File: config.mk
export PLATFORM = sky130hd
export DESIGN_NAME = base64_stream_encoder_top
export DESIGN_NICKNAME = d
export VERILOG_FILES = /design/src/hw/rtl/b64e_pkg.sv /design/src/hw/rtl/base64_stream_encoder_top.sv /design/src/hw/rtl/b64e_front.sv /design/src/hw/rtl/b64e_fifo.sv /design/src/hw/rtl/b64e_back.sv
export SDC_FILE = /design/constraint.sdc
export NUM_CORES = 1
export LEC_CHECK = 0
export ABC_AREA = 1
export CAP_MARGIN = 20
export CORE_UTILIZATION = 31
export DETAILED_ROUTE_END_ITERATION = 8
export DONT_BUFFER_PORTS = 1
export GPL_TIMING_DRIVEN = 0
export HOLD_SLACK_MARGIN = 0.03
export SETUP_SLACK_MARGIN = 0.02
export SYNTH_ARGS = -nofsm -noshare
export SYNTH_HDL_FRONTEND = slang
export SYNTH_SLANG_ARGS = --single-unit
export TNS_END_PERCENT = 1
File: constraint.sdc
create_clock -name clk_i -period 4.5 [get_ports clk_i]
set_clock_uncertainty 0.05 [all_clocks]
set_input_delay 0.45 -clock clk_i [delete_from_list [all_inputs] [get_ports clk_i]]
set_output_delay 0.45 -clock clk_i [all_outputs]
set_load 0.05 [all_outputs]
File: src/hw/rtl/b64e_pkg.sv
// ----------------------------------------------------------------------------
// b64e_pkg
// Shared types and constants of the streaming Base64 encoder.
// ----------------------------------------------------------------------------
package b64e_pkg;

  // Register map, indexed by word address.
  localparam logic RegUrlAlphabet = 1'b0;
  localparam logic RegPadEnable   = 1'b1;

  localparam int unsigned AddrW      = 3;
  localparam int unsigned DataW      = 32;
  localparam int unsigned QueueDepth = 2;
  localparam int unsigned MaxChars   = 4;

  // One byte's worth of output characters, decided by the front end.
  typedef struct packed {
    logic [MaxChars-1:0][5:0] sym;      // six-bit groups, slot 0 first
    logic [MaxChars-1:0]      pad;      // slot carries '=' instead of a group
    logic [1:0]               last_idx; // index of the last slot in use
    logic                     fin;      // byte closed the message
  } job_t;

endpackage

File: src/hw/rtl/base64_stream_encoder_top.sv
// ----------------------------------------------------------------------------
// base64_stream_encoder_top
// Streaming Base64 encoder: bytes in, ASCII characters out.
//
//   Channel  Direction  Handshake                  Word
//   input    in         in_valid_i / in_ready_o    data_byte_i, final_byte_i
//   output   out        out_valid_o / out_ready_i  out_char_o, run_last_o,
//                                                  message_end_o
//   config   in         psel/penable/pwrite/pready url_alphabet, pad_enable
//
// The back end emits one character per cycle while the output is not stalled;
// a word produces one or two characters in mid-message, up to four on the final.
// Each word is queued first; its characters then go to the output register.
// Input words are taken while the job queue has room, even while the output
// stalls. Reset clears the group position, the queue and the output valid.
// ----------------------------------------------------------------------------
module base64_stream_encoder_top #(
  parameter int unsigned QueueDepth = b64e_pkg::QueueDepth
) (
  input  logic                       clk_i,
  input  logic                       rst_ni,
  input  logic                       in_valid_i,
  output logic                       in_ready_o,
  input  logic [7:0]                 data_byte_i,
  input  logic                       final_byte_i,
  output logic                       out_valid_o,
  input  logic                       out_ready_i,
  output logic [6:0]                 out_char_o,
  output logic                       run_last_o,
  output logic                       message_end_o,
  input  logic                       psel,
  input  logic                       penable,
  input  logic                       pwrite,
  input  logic [b64e_pkg::AddrW-1:0] paddr,
  input  logic [b64e_pkg::DataW-1:0] pwdata,
  output logic [b64e_pkg::DataW-1:0] prdata,
  output logic                       pready
);

  logic           url_q, pad_q;
  logic           cfg_we, accept, full, head_valid, pop;
  b64e_pkg::job_t job, head;

  assign pready = 1'b1;
  assign cfg_we = psel && penable && pwrite;

  always_ff @(posedge clk_i or negedge rst_ni) begin
    if (!rst_ni) begin
      url_q <= 1'b0;
      pad_q <= 1'b1;
    end else if (cfg_we) begin
      case (paddr[2])
        b64e_pkg::RegUrlAlphabet: url_q <= pwdata[0];
        b64e_pkg::RegPadEnable:   pad_q <= pwdata[0];
        default: ;
      endcase
    end
  end

  always_comb begin
    prdata = '0;
    case (paddr[2])
      b64e_pkg::RegUrlAlphabet: prdata[0] = url_q;
      b64e_pkg::RegPadEnable:   prdata[0] = pad_q;
      default:                  prdata    = '0;
    endcase
  end

  assign in_ready_o = !full;
  assign accept     = in_valid_i && in_ready_o;

  b64e_front u_front (
    .clk_i        (clk_i),
    .rst_ni       (rst_ni),
    .accept_i     (accept),
    .data_byte_i  (data_byte_i),
    .final_byte_i (final_byte_i),
    .pad_enable_i (pad_q),
    .job_o        (job)
  );

  b64e_fifo #(
    .Depth (QueueDepth)
  ) u_fifo (
    .clk_i        (clk_i),
    .rst_ni       (rst_ni),
    .push_i       (accept),
    .push_data_i  (job),
    .full_o       (full),
    .pop_i        (pop),
    .head_valid_o (head_valid),
    .head_o       (head)
  );

  b64e_back u_back (
    .clk_i          (clk_i),
    .rst_ni         (rst_ni),
    .head_valid_i   (head_valid),
    .head_i         (head),
    .pop_o          (pop),
    .url_alphabet_i (url_q),
    .out_char_o     (out_char_o),
    .run_last_o     (run_last_o),
    .message_end_o  (message_end_o),
    .out_valid_o    (out_valid_o),
    .out_ready_i    (out_ready_i)
  );

  a_ready_tracks_queue: assert property (@(posedge clk_i) disable iff (!rst_ni)
    !in_ready_o |-> head_valid)
    else $error("input stalled with an empty job queue");

endmodule

File: src/hw/rtl/b64e_front.sv
// ----------------------------------------------------------------------------
// b64e_front
// Splits each input byte into six-bit groups and builds the character job.
// ----------------------------------------------------------------------------
module b64e_front (
  input  logic           clk_i,
  input  logic           rst_ni,
  input  logic           accept_i,
  input  logic [7:0]     data_byte_i,
  input  logic           final_byte_i,
  input  logic           pad_enable_i,
  output b64e_pkg::job_t job_o
);

  logic [1:0] phase_q, phase_d;
  logic [3:0] left_q, left_d;

  always_comb begin
    job_o          = '0;
    phase_d        = phase_q;
    left_d         = left_q;
    case (phase_q)
      2'd1: begin
        job_o.sym[0] = {left_q[1:0], data_byte_i[7:4]};
        phase_d      = 2'd2;
        left_d       = data_byte_i[3:0];
        if (final_byte_i) begin
          job_o.sym[1] = {data_byte_i[3:0], 2'b00};
          if (pad_enable_i) begin
            job_o.pad[2]   = 1'b1;
            job_o.last_idx = 2'd2;
          end else begin
            job_o.last_idx = 2'd1;
          end
        end
      end
      2'd2: begin
        job_o.sym[0]   = {left_q, data_byte_i[7:6]};
        job_o.sym[1]   = data_byte_i[5:0];
        job_o.last_idx = 2'd1;
        phase_d        = 2'd0;
        left_d         = 4'd0;
      end
      default: begin
        // Group start; an unused phase code behaves the same way.
        job_o.sym[0] = data_byte_i[7:2];
        phase_d      = 2'd1;
        left_d       = {2'b00, data_byte_i[1:0]};
        if (final_byte_i) begin
          job_o.sym[1] = {data_byte_i[1:0], 4'b0000};
          if (pad_enable_i) begin
            job_o.pad[2]   = 1'b1;
            job_o.pad[3]   = 1'b1;
            job_o.last_idx = 2'd3;
          end else begin
            job_o.last_idx = 2'd1;
          end
        end
      end
    endcase
    job_o.fin = final_byte_i;
    if (final_byte_i) begin
      phase_d = 2'd0;
      left_d  = 4'd0;
    end
  end

  always_ff @(posedge clk_i or negedge rst_ni) begin
    if (!rst_ni) begin
      phase_q <= 2'd0;
      left_q  <= 4'd0;
    end else if (accept_i) begin
      phase_q <= phase_d;
      left_q  <= left_d;
    end
  end

  a_phase_range: assert property (@(posedge clk_i) disable iff (!rst_ni)
    phase_q != 2'd3)
    else $error("group phase left its range");

endmodule

File: src/hw/rtl/b64e_fifo.sv
// ----------------------------------------------------------------------------
// b64e_fifo
// Short job queue between the byte front end and the character back end.
// ----------------------------------------------------------------------------
module b64e_fifo #(
  parameter int unsigned Depth = b64e_pkg::QueueDepth
) (
  input  logic           clk_i,
  input  logic           rst_ni,
  input  logic           push_i,
  input  b64e_pkg::job_t push_data_i,
  output logic           full_o,
  input  logic           pop_i,
  output logic           head_valid_o,
  output b64e_pkg::job_t head_o
);

  localparam int unsigned PtrW = (Depth > 1) ? $clog2(Depth) : 1;
  localparam int unsigned CntW = $clog2(Depth + 1);

  b64e_pkg::job_t mem_q [Depth];
  logic [PtrW-1:0] wptr_q, rptr_q;
  logic [CntW-1:0] cnt_q;
  logic            do_push, do_pop;

  function automatic logic [PtrW-1:0] bump(logic [PtrW-1:0] p);
    logic [PtrW-1:0] r;
    if (p == PtrW'(Depth - 1)) begin
      r = '0;
    end else begin
      r = p + PtrW'(1);
    end
    return r;
  endfunction

  assign full_o       = (cnt_q == CntW'(Depth));
  assign head_valid_o = (cnt_q != '0);
  assign head_o       = mem_q[rptr_q];
  assign do_push      = push_i && !full_o;
  assign do_pop       = pop_i && head_valid_o;

  always_ff @(posedge clk_i) begin
    if (do_push) begin
      mem_q[wptr_q] <= push_data_i;
    end
  end

  always_ff @(posedge clk_i or negedge rst_ni) begin
    if (!rst_ni) begin
      wptr_q <= '0;
      rptr_q <= '0;
      cnt_q  <= '0;
    end else begin
      if (do_push) begin
        wptr_q <= bump(wptr_q);
      end
      if (do_pop) begin
        rptr_q <= bump(rptr_q);
      end
      if (do_push && !do_pop) begin
        cnt_q <= cnt_q + CntW'(1);
      end else if (do_pop && !do_push) begin
        cnt_q <= cnt_q - CntW'(1);
      end
    end
  end

  a_no_overflow: assert property (@(posedge clk_i) disable iff (!rst_ni)
    cnt_q <= CntW'(Depth))
    else $error("job queue count exceeds its depth");

  a_push_when_full: assert property (@(posedge clk_i) disable iff (!rst_ni)
    full_o && !do_pop |=> full_o)
    else $error("full job queue lost an entry without a pop");

endmodule

File: src/hw/rtl/b64e_back.sv
// ----------------------------------------------------------------------------
// b64e_back
// Walks the head job one character per cycle, unless the output stalls, into the output register.
// ----------------------------------------------------------------------------
module b64e_back (
  input  logic           clk_i,
  input  logic           rst_ni,
  input  logic           head_valid_i,
  input  b64e_pkg::job_t head_i,
  output logic           pop_o,
  input  logic           url_alphabet_i,
  output logic [6:0]     out_char_o,
  output logic           run_last_o,
  output logic           message_end_o,
  output logic           out_valid_o,
  input  logic           out_ready_i
);

  localparam logic [6:0] CharPad   = 7'h3d;
  localparam logic [6:0] CharPlus  = 7'h2b;
  localparam logic [6:0] CharSlash = 7'h2f;
  localparam logic [6:0] CharMinus = 7'h2d;
  localparam logic [6:0] CharUnder = 7'h5f;

  function automatic logic [6:0] enc(logic [5:0] s, logic url);
    logic [6:0] c;
    case (s) inside
      [6'd0:6'd25]:  c = {1'b0, s} + 7'h41;
      [6'd26:6'd51]: c = {1'b0, s} + 7'd71;
      [6'd52:6'd61]: c = {1'b0, s} - 7'd4;
      6'd62:         c = url ? CharMinus : CharPlus;
      default:       c = url ? CharUnder : CharSlash;
    endcase
    return c;
  endfunction

  logic [1:0] idx_q, idx_d;
  logic       oval_q, oval_d;
  logic [6:0] char_q, char_d;
  logic       rlast_q, rlast_d;
  logic       mend_q, mend_d;
  logic       load, is_last;

  assign load    = head_valid_i && (!oval_q || out_ready_i);
  assign is_last = (idx_q == head_i.last_idx);
  assign pop_o   = load && is_last;

  always_comb begin
    idx_d   = idx_q;
    oval_d  = oval_q && !out_ready_i;
    char_d  = char_q;
    rlast_d = rlast_q;
    mend_d  = mend_q;
    if (load) begin
      oval_d  = 1'b1;
      char_d  = head_i.pad[idx_q] ? CharPad : enc(head_i.sym[idx_q], url_alphabet_i);
      rlast_d = is_last;
      mend_d  = is_last && head_i.fin;
      idx_d   = is_last ? 2'd0 : idx_q + 2'd1;
    end
  end

  always_ff @(posedge clk_i or negedge rst_ni) begin
    if (!rst_ni) begin
      idx_q  <= 2'd0;
      oval_q <= 1'b0;
    end else begin
      idx_q  <= idx_d;
      oval_q <= oval_d;
    end
  end

  always_ff @(posedge clk_i) begin
    char_q  <= char_d;
    rlast_q <= rlast_d;
    mend_q  <= mend_d;
  end

  assign out_char_o    = char_q;
  assign run_last_o    = rlast_q;
  assign message_end_o = mend_q;
  assign out_valid_o   = oval_q;

  a_end_is_run_last: assert property (@(posedge clk_i) disable iff (!rst_ni)
    out_valid_o && message_end_o |-> run_last_o)
    else $error("message end without run end");

  a_idx_in_job: assert property (@(posedge clk_i) disable iff (!rst_ni)
    head_valid_i |-> idx_q <= head_i.last_idx)
    else $error("character index ran past the job");

endmodule

# Word level (Yosys, flattened, before mapping)
# Memories as Yosys holds them, arrays and structs flattened.
# Cells that the tools add are included.
# op_classes
eq_ne,5
n_bitwise,1
order_cmp,7
add_sub_neg,8
n_reduce_logical,25
n_mux,37
# op_table
operator,count
$mux 7,5
$pmux 12 s2,1
$mux 2,10
$mux 6,3
$add 6x7->7 const B,2
$logic_and 1x1->1,14
$bmux 6 s2,1
$le 6x6->1 const B,2
$mux 1,9
$pmux 2 s2,2
$pmux 4 s2,1
$sub 6x3->7 const B,1
$eq 6x6->1 const B,1
$ge 6x1->1 const B,1
$ge 6x5->1 const B,1
$ge 6x6->1 const B,1
$le 6x5->1 const B,1
$logic_not 1->1,5
$add 2x1->2 const B,2
$eq 2x2->1 const B,2
$mux 4,1
$pmux 1 s2,2
$reduce_and 2->1,2
$reduce_bool 2->1,2
10 further kinds,11
# totals
memories,1
regBits,24
elab_cells,96
out_inout_bits,44
in_bits,51
ram_bits,34
# mem_list
name,depth,width,read_ports,rd_ports_with_merged_regs,wr,line,rtl
u_fifo.mem_q,2,17,1,0,1,b64e_fifo.sv:21,b64e_pkg::job_t mem_q [Depth];

# Longest topological paths before layout
# depth
depth_word,8
ltp_mapped,20
ltp_nobuf,18

# Modules after synthesis
# Synthesis repeated with hierarchy kept, for this count alone.
# unflattened
hier_cells,572
area_unflattened_um2,5081.1
# by_module_without_submodules
mod,instances,area_each_um2,cells_each,seq_area_each_um2
b64e_fifo,1,2519.9,194,1961.9
b64e_back,1,1476.4,207,345.3
b64e_front,1,708.2,117,150.1
base64_stream_encoder_top,1,376.6,54,51.3

# Worst setup path after synthesis
# Ideal clock, no wire load.
# synth_path
path_type,flip-flop to flip-flop
from,register u_fifo.rptr_q
to,"register u_back.char_q[5], in the netlist u_back.out_char_o[5] (data pin)"
stages_incl_launch_ff,20
path_slack_ns,2.176
synth_period_minus_slack_ns,2.324
setup_time_ns,0.254
arrival_time_ns,2.019
required_ns,4.196
n_path_buf,2
path_cell_list,dfrtp_1 -> buf_6 -> inv_4 -> buf_6 -> nand2_1 -> nand3_1 -> nand3_2 -> inv_1 -> ha_1 -> nand2_1 -> o21ai_0 -> inv_1 -> nand2_1 -> nand2_1 -> nor2_1 -> inv_1 -> nand2_1 -> o21ai_1 -> nand2_1 -> nand2_1
# synth_between
elab_chain_cells,8
elab_cells_between_ends,22
cone_classes,add/sub: 3; order compare: 6; eq/ne: 1; mux: 8; reduce/logical: 3; memory: 1
# synth_rtl
item,line,rtl
from (decl),b64e_fifo.sv:22,"logic [PtrW-1:0] wptr_q, rptr_q;"
from (signal assigned),b64e_fifo.sv:58,rptr_q <= bump(rptr_q);
$mem_v2 2x17 (*),-,
$bmux 6 s2,b64e_back.sv:56,"char_d = head_i.pad[idx_q] ? CharPad : enc(head_i.sym[idx_q], url_alphabet_i);"
$mux 6 (not written as such),b64e_back.sv:56,
"$ge 6x6->1 (not written as such), or another cell as far along",b64e_back.sv:56,
$logic_and 1x1->1 (not written as such) / $mux 7 (equally long branches),"b64e_back.sv:56, b64e_back.sv:27",
$mux 7 (3 in series),b64e_back.sv:27,case (s) inside
to (signal assigned),b64e_back.sv:74,char_q <= char_d;
to (decl),b64e_back.sv:39,"logic [6:0] char_q, char_d;"
# Every way passes the cells marked *; elsewhere a longest branch is shown, timed or not. The select of a mux whose other input is x is not followed.
# A chain may end at the register's enable or synchronous reset.

# Worst setup path after layout
# Same ends and word-level chain as after synthesis.

==> flow_summary_export.csv <==
group,metric,value,unit
sta,relSlewSlack,36.3,%
drt,wirelength,7.37,mm
finish,diodes,0,
global_routing,antenna_found_initial,0,
sta,setup_slack,1.72,ns
sta,drv_slew,0,
finish,fill_cells,1094,
yosys,synth_top_area_share,35.9,%
yosys,ys_ff_latch,58,
critical_path,path_buf_inv,6,
drt,via_count,2568,
critical_path,cp-end-kind,"register",
global_routing,grt_max_degree,19,
sta,finalSetupViolCount,0,
critical_path,required,4.52,ns
clock_network,cts_max_path_buffers,2,
power_and_ir_drop,power.static_leakage,1.95,nW
sta,post-route-min-period,2.78,ns
yosys,yosysSeqAreaShare,46.4,%
global_routing,grtUsageMet3,3.97,%
yosys,netlist_area,3600,um2
critical_path,cpMostUsedCell,"nand2_1",
critical_path,arrival,2.80,ns
global_routing,grt_usage,13.4,%
yosys,postSynthCellCount,395,
critical_path,critPathMaxFanout,10,
sta,fin_hold_ws,0.143,ns
drt,vias_per_cell,4.41,
global_routing,grt_busiest_layer,"met2",
global_routing,grt_pass1_wl,12.0,mm
yosys,yosysTopAreaCell,"edfxtp_1",
sta,hold_violations,0,
sta,fin_setup_tns,0,ns
drt,first_pass_iters,5,
drt,drtAntennaViolNets,0,
clock_network,clk_pin_slew,0.05,ns
run,cap_violations,0,
drt,drt_iter0_drc,153,
placement,pre_cts_slack,1.74,ns
critical_path,slowest_stage,"dfrtp_1",
yosys,netlist_top_cells_area,"edfxtp_1 (36%), nand2_1 (10%), dfrtp_1 (9.7%)",
min_path,hold_class,"input port to register",
global_routing,use_met2,21.8,%
yosys,yosysWarnings,0,
die,die_h,110,um
critical_path,max_stage_delay,0.37,ns
drt,drc,0,
die,core.rowCount,38,
die,coreArea,11100,um2
status,status,"completed",
clock_network,clock-sinks,58,
critical_path,path_cells,"buf_6, inv_4, buf_6, nand2_1, nand3_1, nand3_2, inv_1, ha_1, nand2_1, o21ai_0, inv_1, nand2_1, nand2_1, nor2_1, inv_1, nand2_1, o21ai_1, nand2_1, nand2_1",
yosys,ys_types,36,
placement,portBuffers,0,
drt,wl_per_cell,12.7,um
clock_network,cts-root-buf,"clkbuf_16",
sta,rsz0062_at_grt,"no",
clock_network,clk_latency,0.32,ns
power_and_ir_drop,irDropWorstVdd,0.000377,V
die,die_area,12000,um2
clock_network,ctsResizeCount,0,
finish,nets,502,
clock_network,cts_made_buffers,9,
global_routing,grt_pass1_vias,2402,
global_routing,use_met1,17.3,%
die,die_w,110,um
finish,area_growth_syn_to_layout,16.7,%
finish,mostFrequentLayoutCell,"nand2_1",
sta,fin_crit_sh,61.7,%
clock_network,cts_tree,"built",
yosys,syn_area_per_cell,9.10,um2
finish,layout-drive-gt1-share,19.2,%
placement,hpwl,5.46,mm
die,start_util,32.5,%
critical_path,crit_type,"register to register",
sta,worstMarginPinSlew,0.950,ns
critical_path,startpoint_type,"register",
finish,final_cell_mix,"nand2_1 (96), inv_1 (49), edfxtp_1 (43)",
power_and_ir_drop,power.density,844,nW/um2
clock_network,h-tree-depth,3,
global_routing,grt_overflow,0,
sta,max_freq,0.360,GHz
critical_path,critPathTopFamily,"simple AND/OR/NAND/NOR gates",
die,io_pins,95,
placement,gp_congestion,0.902,
## synthesized netlist by cell type
master	number
nand2_4	2
inv_4	2
xor2_1	9
nor2_1	24
dfstp_2	1
nor2_4	2
a21oi_1	10
bufinv_8	1
nand3_4	3
nand4_1	3
o21ai_1	3
nand2_2	5
o22ai_1	4
clkbuf_1	3
edfxtp_1	43
buf_6	4
inv_2	2
clkinv_1	1
inv_1	49
o21ai_0	12
a31oi_1	2
buf_4	32
xnor2_1	2
ha_1	14
o21ai_4	1
conb_1	2
nand3_2	8
nor2_2	3
o41ai_1	2
and3_1	1
nand2_1	96
nor3_1	1
o221ai_1	8
a21oi_4	2
dfrtp_1	14
nand3_1	24
## registers in the layout, indices dropped and copies added, names as in the netlist, 2 cells and up
| name | cells |
|---|---|
| u_back.out_char_o | 7 |
| u_front.left_q | 4 |
| u_front.phase_q | 2 |
| u_back.idx_q | 2 |
| u_fifo.cnt_q | 2 |
| u_fifo.mem_q | 34 |
## kinds of logic after synthesis
logic type,after synthesis,share of synthesized area [%]
flops,58,46.4
compound gates,44,8.32
fa+ha+maj,14,4.87
buf+inv,94,14.5
xor+xnor,11,2.68
simple gates,172,23.0
other cells,2,0.209
## report_power, final
group / leakage (nW) / internal [W] / total (W) / switching, W
sequential: 0.590 / 0.000861 / 0.00110 / 0.000236
clock: 0.149 / 0.000441 / 0.000675 / 0.000234
combinational: 1.21 / 0.000566 / 0.00177 / 0.00120
total: 1.95 / 0.00187 / 0.00354 / 0.00167
## through the flow
step | cell area [um2] | std cells | power [W] | utilization, %
floorplan | 3710 | 425 | 0.00249 | -
finish | 4200 | 582 | 0.00354 | 37.9
global route | 4200 | 582 | 0.00382 | 37.9
global placement | 3880 | 565 | 0.00282 | 35.1
detailed placement | 3890 | 565 | 0.00287 | 35.1
CTS | 4200 | 582 | 0.00357 | 37.9
## routing by layer
metal,vias up,part of all wire [%]
met5,-,0
met4,0,1.1
met3,11,6.2
met2,86,46
met1,1149,46
li1,1322,-
## area by class of cell
class,count,area (um2),area share (%)
inverter,55,225,5.37
clock inverter,5,53.8,1.28
clock buffer,11,243,5.79
timing repair buffer,1,10.0,0.239
sequential,58,1670,39.8
buffer,39,297,7.07
multi-input combinational,273,1520,36.3
tap,140,175,4.18
## final timing paths
path,endpoint,slack [ns],cells after the start,from
worst max-delay path,u_back.out_char_o[5],1.72,19,u_fifo.rptr_q
worst min-delay path,pad_q,0.14,1,paddr[2]
worst max register to register,u_back.out_char_o[5],1.72,19,u_fifo.rptr_q
worst min register to register,u_front.left_q[1],0.44,2,u_front.left_q[1]
max in group asynchronous,url_q,3.31,1,rst_ni
min in group asynchronous,u_fifo.rptr_q,0.60,1,rst_ni
## timing repair
item / 4_1_cts / 5_1_grt
hold buffers: 1 / 0
buffers inserted: 0 / 0
hold endpoints to repair: 15 / 0
No activity file was read; power rests on OpenSTA's default activity.
